[src/design/cdq_pkg.sv]
// shared types and constants of the circular deque
`default_nettype none

package cdq_pkg;

   // default ring depth and widest supported ring address
   localparam int DepthDefault = 64;
   localparam int AddrW        = 6;
   localparam int WordW        = 32;

   // request codes
   typedef enum logic [2:0] {
      REQ_PUSH_HEAD = 3'd0,
      REQ_PUSH_TAIL = 3'd1,
      REQ_POP_HEAD  = 3'd2,
      REQ_POP_TAIL  = 3'd3,
      REQ_DUMP      = 3'd4
   } req_code_type;

   // result status codes
   typedef enum logic [1:0] {
      STATUS_OK       = 2'd0,
      STATUS_OVERFLOW = 2'd1,
      STATUS_EMPTY    = 2'd2
   } status_type;

   // control sequencer states
   typedef enum logic [1:0] {
      ST_IDLE,
      ST_POP,
      ST_DUMP
   } state_type;

   // ring memory request: write port and read port fields
   typedef struct packed {
      logic             wr_en;
      logic [AddrW-1:0] wr_addr;
      logic [WordW-1:0] wr_data;
      logic             rd_en;
      logic [AddrW-1:0] rd_addr;
   } ram_req_type;

endpackage

`default_nettype wire

[src/design/circular_deque.sv]
// top level of the circular deque: request sequencer, indices and result register
`default_nettype none

// Double-ended queue of DEPTH signed 32-bit words held in a ring memory with a
// registered read. A push gives its result word in the output register
// straight away; a pop issues the memory read when it is taken and gives its
// word from the ST_POP state. A dump starts the read of the head entry and
// then streams one stored word per cycle from head to tail, the final one
// marked with rsp_last, for as long as the result side takes them. One request
// is worked on at a time, and a new request is taken only once the result
// register is free or being emptied in that cycle. Unused request codes are
// taken and give no result. No clearing pass is needed after reset.
module circular_deque #(
   parameter int DEPTH = cdq_pkg::DepthDefault
) (
   input  wire                clock,
   input  wire                reset,
   // request channel
   input  wire                req_valid,
   output logic               req_stall,
   input  wire         [2:0]  req_type,
   input  wire  signed [31:0] req_push_value,
   // result channel
   output logic               rsp_valid,
   input  wire                rsp_stall,
   output logic        [1:0]  rsp_status,
   output logic signed [31:0] rsp_read_value,
   output logic               rsp_last
);

   localparam int IdxW = (DEPTH > 2) ? $clog2(DEPTH) : 1;
   localparam logic [IdxW-1:0] LastSlot = IdxW'(DEPTH - 1);

   cdq_pkg::state_type          state_ff, state_in;
   logic [IdxW-1:0]             head_ff, head_in;
   logic [IdxW-1:0]             tail_ff, tail_in;
   logic                        holds_ff, holds_in;
   logic [IdxW-1:0]             dmp_idx_ff, dmp_idx_in;
   logic                        rsp_valid_ff, rsp_valid_in;
   logic [1:0]                  rsp_status_ff, rsp_status_in;
   logic [31:0]                 rsp_value_ff, rsp_value_in;
   logic                        rsp_last_ff, rsp_last_in;

   cdq_pkg::ram_req_type        ram_req;
   logic [cdq_pkg::WordW-1:0]   rd_data;

   logic                        out_free;
   logic                        accept;
   logic                        full;
   logic                        dmp_end;

   // ring index stepping with wrap
   function automatic logic [IdxW-1:0] slot_next(input logic [IdxW-1:0] i);
      slot_next = (i == LastSlot) ? '0 : i + 1'b1;
   endfunction

   function automatic logic [IdxW-1:0] slot_prev(input logic [IdxW-1:0] i);
      slot_prev = (i == '0) ? LastSlot : i - 1'b1;
   endfunction

   // ring memory; only one access per cycle, a write always lands before any read of it
   cdq_ram #(
      .DEPTH(DEPTH)
   ) u_ram (
      .clock  (clock),
      .ram_req(ram_req),
      .rd_data(rd_data)
   );

   // handshake
   assign out_free  = !rsp_valid_ff || !rsp_stall;
   assign req_stall = !((state_ff == cdq_pkg::ST_IDLE) && out_free);
   assign accept    = req_valid && !req_stall;
   assign full      = holds_ff && (slot_next(tail_ff) == head_ff);
   assign dmp_end   = (dmp_idx_ff == tail_ff);

   // sequencer next state, index updates and result word
   always_comb begin
      state_in      = state_ff;
      head_in       = head_ff;
      tail_in       = tail_ff;
      holds_in      = holds_ff;
      dmp_idx_in    = dmp_idx_ff;
      rsp_valid_in  = rsp_valid_ff && rsp_stall;
      rsp_status_in = rsp_status_ff;
      rsp_value_in  = rsp_value_ff;
      rsp_last_in   = rsp_last_ff;
      ram_req       = '0;

      unique case (state_ff)
         cdq_pkg::ST_IDLE: begin
            if (accept) begin
               unique case (cdq_pkg::req_code_type'(req_type))
                  cdq_pkg::REQ_PUSH_HEAD, cdq_pkg::REQ_PUSH_TAIL: begin
                     rsp_valid_in = 1'b1;
                     rsp_value_in = '0;
                     rsp_last_in  = 1'b1;
                     if (full) begin
                        rsp_status_in = cdq_pkg::STATUS_OVERFLOW;
                     end else begin
                        rsp_status_in   = cdq_pkg::STATUS_OK;
                        ram_req.wr_en   = 1'b1;
                        ram_req.wr_data = req_push_value;
                        if (!holds_ff) begin
                           // first item lands in slot zero
                           head_in         = '0;
                           tail_in         = '0;
                           holds_in        = 1'b1;
                           ram_req.wr_addr = '0;
                        end else if (req_type == cdq_pkg::REQ_PUSH_HEAD) begin
                           head_in         = slot_prev(head_ff);
                           ram_req.wr_addr = cdq_pkg::AddrW'(slot_prev(head_ff));
                        end else begin
                           tail_in         = slot_next(tail_ff);
                           ram_req.wr_addr = cdq_pkg::AddrW'(slot_next(tail_ff));
                        end
                     end
                  end
                  cdq_pkg::REQ_POP_HEAD, cdq_pkg::REQ_POP_TAIL: begin
                     if (!holds_ff) begin
                        rsp_valid_in  = 1'b1;
                        rsp_status_in = cdq_pkg::STATUS_EMPTY;
                        rsp_value_in  = '1;
                        rsp_last_in   = 1'b1;
                     end else begin
                        ram_req.rd_en = 1'b1;
                        state_in      = cdq_pkg::ST_POP;
                        if (req_type == cdq_pkg::REQ_POP_HEAD) begin
                           ram_req.rd_addr = cdq_pkg::AddrW'(head_ff);
                        end else begin
                           ram_req.rd_addr = cdq_pkg::AddrW'(tail_ff);
                        end
                        // indices move now, the read uses the old slot
                        if (head_ff == tail_ff) begin
                           holds_in = 1'b0;
                        end else if (req_type == cdq_pkg::REQ_POP_HEAD) begin
                           head_in = slot_next(head_ff);
                        end else begin
                           tail_in = slot_prev(tail_ff);
                        end
                     end
                  end
                  cdq_pkg::REQ_DUMP: begin
                     if (!holds_ff) begin
                        rsp_valid_in  = 1'b1;
                        rsp_status_in = cdq_pkg::STATUS_EMPTY;
                        rsp_value_in  = '0;
                        rsp_last_in   = 1'b1;
                     end else begin
                        ram_req.rd_en   = 1'b1;
                        ram_req.rd_addr = cdq_pkg::AddrW'(head_ff);
                        dmp_idx_in      = head_ff;
                        state_in        = cdq_pkg::ST_DUMP;
                     end
                  end
                  default: begin
                     // unused codes: taken, no result
                  end
               endcase
            end
         end
         cdq_pkg::ST_POP: begin
            // result register is free: it was free when the pop was taken
            rsp_valid_in  = 1'b1;
            rsp_status_in = cdq_pkg::STATUS_OK;
            rsp_value_in  = rd_data;
            rsp_last_in   = 1'b1;
            state_in      = cdq_pkg::ST_IDLE;
         end
         cdq_pkg::ST_DUMP: begin
            // stream one word per cycle while the result register is free, next read issued as this one is taken
            if (out_free) begin
               rsp_valid_in  = 1'b1;
               rsp_status_in = cdq_pkg::STATUS_OK;
               rsp_value_in  = rd_data;
               rsp_last_in   = dmp_end;
               if (dmp_end) begin
                  state_in = cdq_pkg::ST_IDLE;
               end else begin
                  ram_req.rd_en   = 1'b1;
                  ram_req.rd_addr = cdq_pkg::AddrW'(slot_next(dmp_idx_ff));
                  dmp_idx_in      = slot_next(dmp_idx_ff);
               end
            end
         end
         default: begin
            state_in = cdq_pkg::ST_IDLE;
         end
      endcase
   end

   // control registers
   always_ff @(posedge clock) begin
      if (reset) begin
         state_ff     <= cdq_pkg::ST_IDLE;
         head_ff      <= '0;
         tail_ff      <= '0;
         holds_ff     <= 1'b0;
         rsp_valid_ff <= 1'b0;
      end else begin
         state_ff     <= state_in;
         head_ff      <= head_in;
         tail_ff      <= tail_in;
         holds_ff     <= holds_in;
         rsp_valid_ff <= rsp_valid_in;
      end
   end

   // payload registers
   always_ff @(posedge clock) begin
      dmp_idx_ff    <= dmp_idx_in;
      rsp_status_ff <= rsp_status_in;
      rsp_value_ff  <= rsp_value_in;
      rsp_last_ff   <= rsp_last_in;
   end

   assign rsp_valid      = rsp_valid_ff;
   assign rsp_status     = rsp_status_ff;
   assign rsp_read_value = rsp_value_ff;
   assign rsp_last       = rsp_last_ff;

endmodule

`default_nettype wire

[src/design/cdq_ram.sv]
// ring storage: one write port, one read port with registered read data
`default_nettype none

module cdq_ram #(
   parameter int DEPTH = cdq_pkg::DepthDefault
) (
   input  wire                       clock,
   input  cdq_pkg::ram_req_type      ram_req,
   output logic [cdq_pkg::WordW-1:0] rd_data
);

   localparam int IdxW = (DEPTH > 2) ? $clog2(DEPTH) : 1;

   logic [cdq_pkg::WordW-1:0] mem_ff [DEPTH];
   logic [cdq_pkg::WordW-1:0] rd_data_ff;

   // write port
   always_ff @(posedge clock) begin
      if (ram_req.wr_en) begin
         mem_ff[ram_req.wr_addr[IdxW-1:0]] <= ram_req.wr_data;
      end
   end

   // read port, data held until the next read
   always_ff @(posedge clock) begin
      if (ram_req.rd_en) begin
         rd_data_ff <= mem_ff[ram_req.rd_addr[IdxW-1:0]];
      end
   end

   assign rd_data = rd_data_ff;

endmodule

`default_nettype wire

[config.mk]
export PLATFORM = sky130hd
export DESIGN_NAME = circular_deque
export DESIGN_NICKNAME = d
export VERILOG_FILES = /design/src/design/cdq_pkg.sv /design/src/design/circular_deque.sv /design/src/design/cdq_ram.sv
export SDC_FILE = /design/constraint.sdc
export NUM_CORES = 2
export LEC_CHECK = 0
export BUFFER_PORTS_ARGS = -buffer_cell sky130_fd_sc_hd__buf_2
export CORE_AREA = 3 3 467 469
export DETAILED_ROUTE_END_ITERATION = 8
export DIE_AREA = 0 0 470 472
export PLACE_DENSITY = 0.64
export SLEW_MARGIN = 40
export SYNTH_ARGS = -nofsm -noshare
export SYNTH_HDL_FRONTEND = slang
export SYNTH_SLANG_ARGS = --single-unit
[constraint.sdc]
create_clock -name clock -period 5.75 [get_ports clock]
set_input_delay 0 -clock clock [delete_from_list [all_inputs] [get_ports clock]]
set_output_delay 0 -clock clock [all_outputs]
set_load 0.05 [all_outputs]
# [After elaboration in Yosys (flattened, before gate mapping)]
# Memories as Yosys holds them, arrays and structs flattened. A register that Yosys moved wholly into a read port is not among the register bits.
# Index checks and enable logic that the tools add are counted.
[totals] register_bits=57 ram_bits=2048 wordCells=146 memories=1
[mem_list] memory="u_ram.mem_ff" words=64 word_bits=32 rd=1 rd_ports_with_merged_regs=1 wr=1 line_no="cdq_ram.sv:14" text="logic [cdq_pkg::WordW-1:0] mem_ff [DEPTH];"
[classes] n_addsub=5 n_eq_ne=33 mux=73 reduce_logical=25
[op_table] op="$pmux 32 s3" n=2
[op_table] op="$mux 6" n=25
[op_table] op="$mux 32" n=4
[op_table] op="$mux 39" n=3
[op_table] op="$mux 46" n=1
[op_table] op="$pmux 6 s2" n=3
[op_table] op="$mux 7" n=4
[op_table] op="$pmux 7 s2" n=2
[op_table] op="$ne 3x3->1 const B" n=7
[op_table] op="$ne 2x2->1 const B" n=10
[op_table] op="$add 6x1->6 const B" n=3
[op_table] op="$eq 6x6->1" n=3
[op_table] op="$eq 6x6->1 const B" n=3
[op_table] op="$reduce_and 6->1" n=3
[op_table] op="$mux 2" n=8
[op_table] op="$reduce_and 8->1" n=2
[op_table] op="$logic_not 6->1" n=2
[op_table] op="$mux 1" n=12
[op_table] op="$pmux 2 s2" n=3
[op_table] op="$sub 6x1->6 const B" n=2
[op_table] op="$eq 3x2->1 const B" n=2
[op_table] op="$pmux 1 s2" n=3
[op_table] op="$pmux 1 s3" n=2
[op_table] op="$pmux 2 s3" n=1
[op_table] op="other kinds (19)" n=26

# [Longest topological paths before layout]
[logic_depth] ltp_word=10 ltp_mapped=16

# [Cells and area by module]
# From an unflattened synthesis, not the netlist that was laid out.
[hier_totals] cells_unflattened=3950 area_unflattened_um2=83274.9
[by_module_without_submodules] module="cdq_ram" n_inst=1 cells_each=3511 area_per_inst_um2=79359.9 seq_area_each_um2=62459.9
[by_module_without_submodules] module="circular_deque" n_inst=1 cells_each=439 area_per_inst_um2=3915.0 seq_area_each_um2=1551.5

# [Least setup slack after synthesis]
# Ideal clock, no wire load.
[synth_path] path_type="register to register" from="register tail_ff[3]" to="memory u_ram.mem_ff[0][0] (netlist bit) (enable)" arrival_time_ns=3.602 required_ns=5.329 path_slack_ns=1.727 path_stages_with_launch=10 n_path_buf=2 period_less_slack_ns=4.023 cell_sequence="dfxtp_1 > buf_1 > nand3_1 > xor2_1 > xnor2_1 > nor4_1 > or4_1 > clkbuf_1 > or3_1 > nor2_1"
[synth_via] elab_chain_len=10 elab_cells_between_ends=13 cone_classes="add/sub: 1; eq/ne: 2; mux: 9; reduce/logical: 1"
[synth_rtl] element="start: declaration" line_no="circular_deque.sv:36" text="logic [IdxW-1:0] tail_ff, tail_in;"
[synth_rtl] element="start signal: assignment" line_no="circular_deque.sv:203" text="tail_ff <= tail_in;"
[synth_rtl] element="$add 6x1->6 / $eq 6x6->1 (equally long branches)" line_no="circular_deque.sv:54" text="slot_next = (i == LastSlot) ? '0 : i + 1'b1;"
[synth_rtl] element="$mux 6 (*)" line_no="circular_deque.sv:54"
[synth_rtl] element="$eq 6x6->1" line_no="circular_deque.sv:74" text="assign full = holds_ff && (slot_next(tail_ff) == head_ff);"
[synth_rtl] element="$logic_and 1x1->1" line_no="circular_deque.sv:74"
[synth_rtl] element="$mux 39 (*)" line_no="circular_deque.sv:98" text="if (full) begin"
[synth_rtl] element="$mux 39 (*)" line_no="circular_deque.sv:93" text="unique case (cdq_pkg::req_code_type'(req_type))"
[synth_rtl] element="$mux 46 (*)" line_no="circular_deque.sv:92" text="if (accept) begin"
[synth_rtl] element="$mux 39 (*)" line_no="circular_deque.sv:90" text="unique case (state_ff)"
[synth_rtl] element="$mux 1" line_no="cdq_ram.sv:19" text="if (ram_req.wr_en) begin"
[synth_rtl] element="$mux 1 (implied by the code)" line_no="cdq_ram.sv:20" text="mem_ff[ram_req.wr_addr[IdxW-1:0]] <= ram_req.wr_data;"
[synth_rtl] element="end: declaration" line_no="cdq_ram.sv:14"
# Every way passes the cells marked *; elsewhere a longest branch is shown, timed or not.

# [Worst setup path in the final report]
[layout_path] from="register state_ff[0]" to="register u_ram.rd_data_ff, in the netlist u_ram.rd_data[6] (read register of u_ram.mem_ff), data pin"
[layout_via] elab_chain_len=5 elab_cells_between_ends=6 cone_classes="eq/ne: 1; mux: 2; reduce/logical: 3"
[layout_rtl] element="start: declaration" line_no="circular_deque.sv:34" text="cdq_pkg::state_type state_ff, state_in;"
[layout_rtl] element="start signal: assignment" line_no="circular_deque.sv:195" text="state_ff <= cdq_pkg::ST_IDLE;"
[layout_rtl] element="start signal: assignment" line_no="circular_deque.sv:201" text="state_ff <= state_in;"
[layout_rtl] element="$logic_not 2->1" line_no="circular_deque.sv:72, circular_deque.sv:90"
[layout_rtl] element="$logic_and 1x1->1" line_no="circular_deque.sv:72" text="assign req_stall = !((state_ff == cdq_pkg::ST_IDLE) && out_free);"
[layout_rtl] element="$logic_and 1x1->1" line_no="circular_deque.sv:73" text="assign accept = req_valid && !req_stall;"
[layout_rtl] element="$mux 46" line_no="circular_deque.sv:92"
[layout_rtl] element="$pmux 7 s2 (*)" line_no="circular_deque.sv:90"
[layout_rtl] element="end: declaration" line_no="cdq_ram.sv:15" text="logic [cdq_pkg::WordW-1:0] rd_data_ff;"
# Marked as above.
# A chain may end at the register's enable or synchronous reset.

==> reports/qor.yml <==
outcome:
  status: "complete, no violations"
placement:
  port_buffers: 75
  dp_hpwl_microns: 135000
  placed_area_sq_um: 90500
  globalplace.congestion: 0.881
global_route:
  grt_pass1_vias: 49632
  grt_pass1_wl_microns: 341000
  overflow: 0
  grt_start_max_net_pins: 140
  antenna_found_initial: 6
  grt_usage_pct: 20.7
timing:
  worst-slew-pin-transition_ns: 0.921
  fin_crit_sh_pct: 86.7
  fin_skew_ns: 0.0320
  hold_ws_ns: 0.0900
  rsz0062_at_grt: "false"
  slew_viol_final: 0
  finalSetupViolCount: 0
  relSlewSlack_pct: 38.6
  fmax_mhz: 201
  tns_ns: 0
  min_period_ns: 4.98
  hold_viol_final: 0
pwr:
  powerDensity_nw_per_um2: 328
  max-vdd-ir-drop_uv: 250
  p_leak_uw: 0.0320
critical_path:
  crit_type: "reg -> reg"
  path_delay_family: "simple AND/OR/NAND/NOR gates"
  slowest_delay_ns: 0.56
  crit_buf_inv: 4
  cp_cell_sequence: "inv_1, ha_1, and2_1, o2111ai_1, buf_4, or2_4, nand2_8, buf_12, a211oi_1, a211oi_1, nor4_1, buf_4, o211ai_1, or3_1"
  start_kind: "flip-flop"
  rr_worst_depth: 14
  worstPathRequired_ns: 6.32
  worstPathMaxFanout: 81
  cp_slowest_cell: "or2_4"
  r2r_slack_ns: 0.77
  cp.arrival_ns: 5.56
  cp-end-kind: "flip-flop"
  cp.depth: 14
finish:
  area_delta_synth_final_pct: 14.2
  post-route-util_pct: 45.6
  final.fill_count: 18376
  final_nets: 5952
  stdcell_area_sq_um: 97800
  drive_gt1_share_pct: 12.9
floorplanning:
  row_count: 170
  core_sq_um: 214000
  start_util_pct: 39.9
  io_pins: 76
  die_y_microns: 472
  die_width_microns: 470
  die_area_sq_um: 222000
synth:
  synthCells: 5733
  async_reset_ff_share_pct: 0
  yosysSeqAreaShare_pct: 74.8
  synth_adder_area_share_pct: 0.161
  ys_types: 72
  synth-simple-area-share_pct: 7.31
  synth_top_area_share_pct: 74.4
  synth_fp_nets: 5783
  synth.area.top_cells: "edfxtp_1 (74%), mux2i_1 (5.7%), nand2_1 (4.3%)"
  synth-compound-area-share_pct: 9.45
  synth_area_per_cell_sq_um: 14.9
  synth_warnings: 0
  synth_edf_count: 2121
  netlist_area_sq_um: 85600
  synth_ff_type: "edfxtp_1"
  synth_top_family_by_area: "compound AO/OA/AOI/OAI gates"
  synth_area_leader_cell: "edfxtp_1"
  synth-xor-area-share_pct: 0.326
  synth_seq_cells: 2137
  synthMuxAreaShare_pct: 5.71
cts:
  cts_made_buffers: 209
  cts_tree: "built"
  clk_latency_ns: 0.85
  clockBufferDepth: 3
  cts.reportedPaths.clkPinSlew_ns: 0.06
  cts_resized: 0
  post_cts_buffers: 0
  cts-htree-levels: 4
  numClockSinks: 2137
  cts_root_buffer: "clkbuf_16"
  cts_hold_buf: 38
routing:
  wl_per_cell_microns: 26.4
  drtAntennaViolNets: 0
  drtIter0Drc: 6310
  dr_total_vias: 51280
  drt-total-wl_microns: 235000
  first_pass_iters: 8
  route.detailed.drc: 0
  via_per_inst: 5.75
min_path:
  hold_path_depth: 2
  hold_class: "in -> reg"
flow_run:
  cap_violations: 0
## power by group
part | switching (uW) | internal [uW] | leakage (uW) | total (uW)
Combinational | 904 | 288 | 0.00864 | 1190
Clock | 5860 | 7860 | 0.00336 | 13700
Sequential | 45.9 | 17200 | 0.0200 | 17200
Total | 6810 | 25300 | 0.0320 | 32100
## synth_stat cells (4+ instances only)
| master | count |
|---|---|
| a311oi_1 | 57 |
| nand3_1 | 44 |
| buf_6 | 15 |
| a31oi_1 | 129 |
| inv_1 | 13 |
| xnor2_1 | 16 |
| clkbuf_1 | 157 |
| a211oi_2 | 24 |
| o211a_1 | 4 |
| a22oi_1 | 68 |
| a32oi_1 | 32 |
| o22ai_2 | 4 |
| a221oi_1 | 5 |
| xor2_1 | 9 |
| or3_1 | 33 |
| a21oi_1 | 300 |
| nor3_1 | 12 |
| buf_2 | 164 |
| nand4_1 | 28 |
| dfxtp_1 | 16 |
| edfxtp_1 | 2121 |
| a211oi_1 | 196 |
| o21ai_1 | 25 |
| a21o_1 | 37 |
| o22ai_1 | 153 |
| ha_1 | 11 |
| and3_1 | 113 |
| buf_1 | 21 |
| mux2i_1 | 487 |
| o211ai_1 | 30 |
| or4_1 | 4 |
| nor4_1 | 47 |
| o21ai_0 | 134 |
| buf_4 | 31 |
| nor2_1 | 110 |
| and2_1 | 43 |
| nand2_1 | 983 |
## worst paths after layout
check | endpoint | startpoint
worst max-delay path | u_ram.rd_data[6]$_DFFE_PP_ | state_ff[0]$_SDFFE_PP0P_
worst min-delay path | u_ram.mem_ff[30][6]$_DFFE_PP_ | req_push_value[6]
worst max register to register | u_ram.rd_data[6]$_DFFE_PP_ | state_ff[0]$_SDFFE_PP0P_
worst min register to register | state_ff[0]$_SDFFE_PP0P_ | state_ff[0]$_SDFFE_PP0P_
## metrics by stage
stage               instances  total power [uW]  worst slack, ns
floorplan                5733             18200             1.73
global placement         8485             18700            0.916
detailed placement       8486             18700            0.855
CTS                      8913             32300            0.822
global route             8919             33000            0.549
finish                   8924             32100            0.765
## cell usage in the layout (no fill, tap or decap), drive strengths merged, types with 26 or more instances in the layout
cell type / netlist / final
nor2: 111 / 111
a32oi: 34 / 34
a21oi: 302 / 302
nor4: 47 / 47
nand4: 31 / 31
nand2: 984 / 984
a31oi: 129 / 129
a21o: 37 / 37
mux2i: 487 / 487
clkinv: 0 / 94
or3: 33 / 33
edfxtp: 2121 / 2121
a211oi: 220 / 220
o22ai: 157 / 157
o21ai: 163 / 163
a22oi: 68 / 68
inv: 13 / 26
clkbuf: 157 / 251
and2: 43 / 43
nand3: 44 / 44
dlygate4sd3: 0 / 41
a311oi: 57 / 57
and3: 113 / 113
o211ai: 31 / 31
buf: 231 / 305
## state kept, by name, indices dropped and copies added (netlist names)
name            flops
rsp_read_value     32
rsp_last            1
head_ff             6
u_ram.rd_data      32
dmp_idx_ff          6
u_ram.mem_ff     2048
rsp_status          2
rsp_valid           1
state_ff            2
tail_ff             6
holds_ff            1
## layout make-up
cell class	instances	area, sq um	area share (%)
Sequential cell	2137	64000	65.5
Clock buffer	251	5410	5.53
Clock inverter	138	1440	1.48
Multi-Input combinational cell	3195	20400	20.8
Inverter	13	48.8	0.0499
Antenna cell	6	15.0	0.0154
Timing Repair Buffer	346	2930	2.99
Tap cell	2838	3550	3.63
## per-layer routing
| metal | share of wire, % | global-route usage (%) |
|---|---|---|
| met1 | 40 | 27.6 |
| met2 | 47 | 33.1 |
| met3 | 8.7 | 3.94 |
| met4 | 4.3 | 8.77 |
| met5 | 0 | 0 |
## cell families after synthesis
kind of cell               Yosys count
DFF                               2137
AOI/OAI and AO/OA                 1228
and+or+nand+nor                   1440
xor gates and xnor gates            28
buffers and inverters              401
adders and majority gates           11
muxes                              488
No activity file was read; power rests on OpenSTA's default activity.
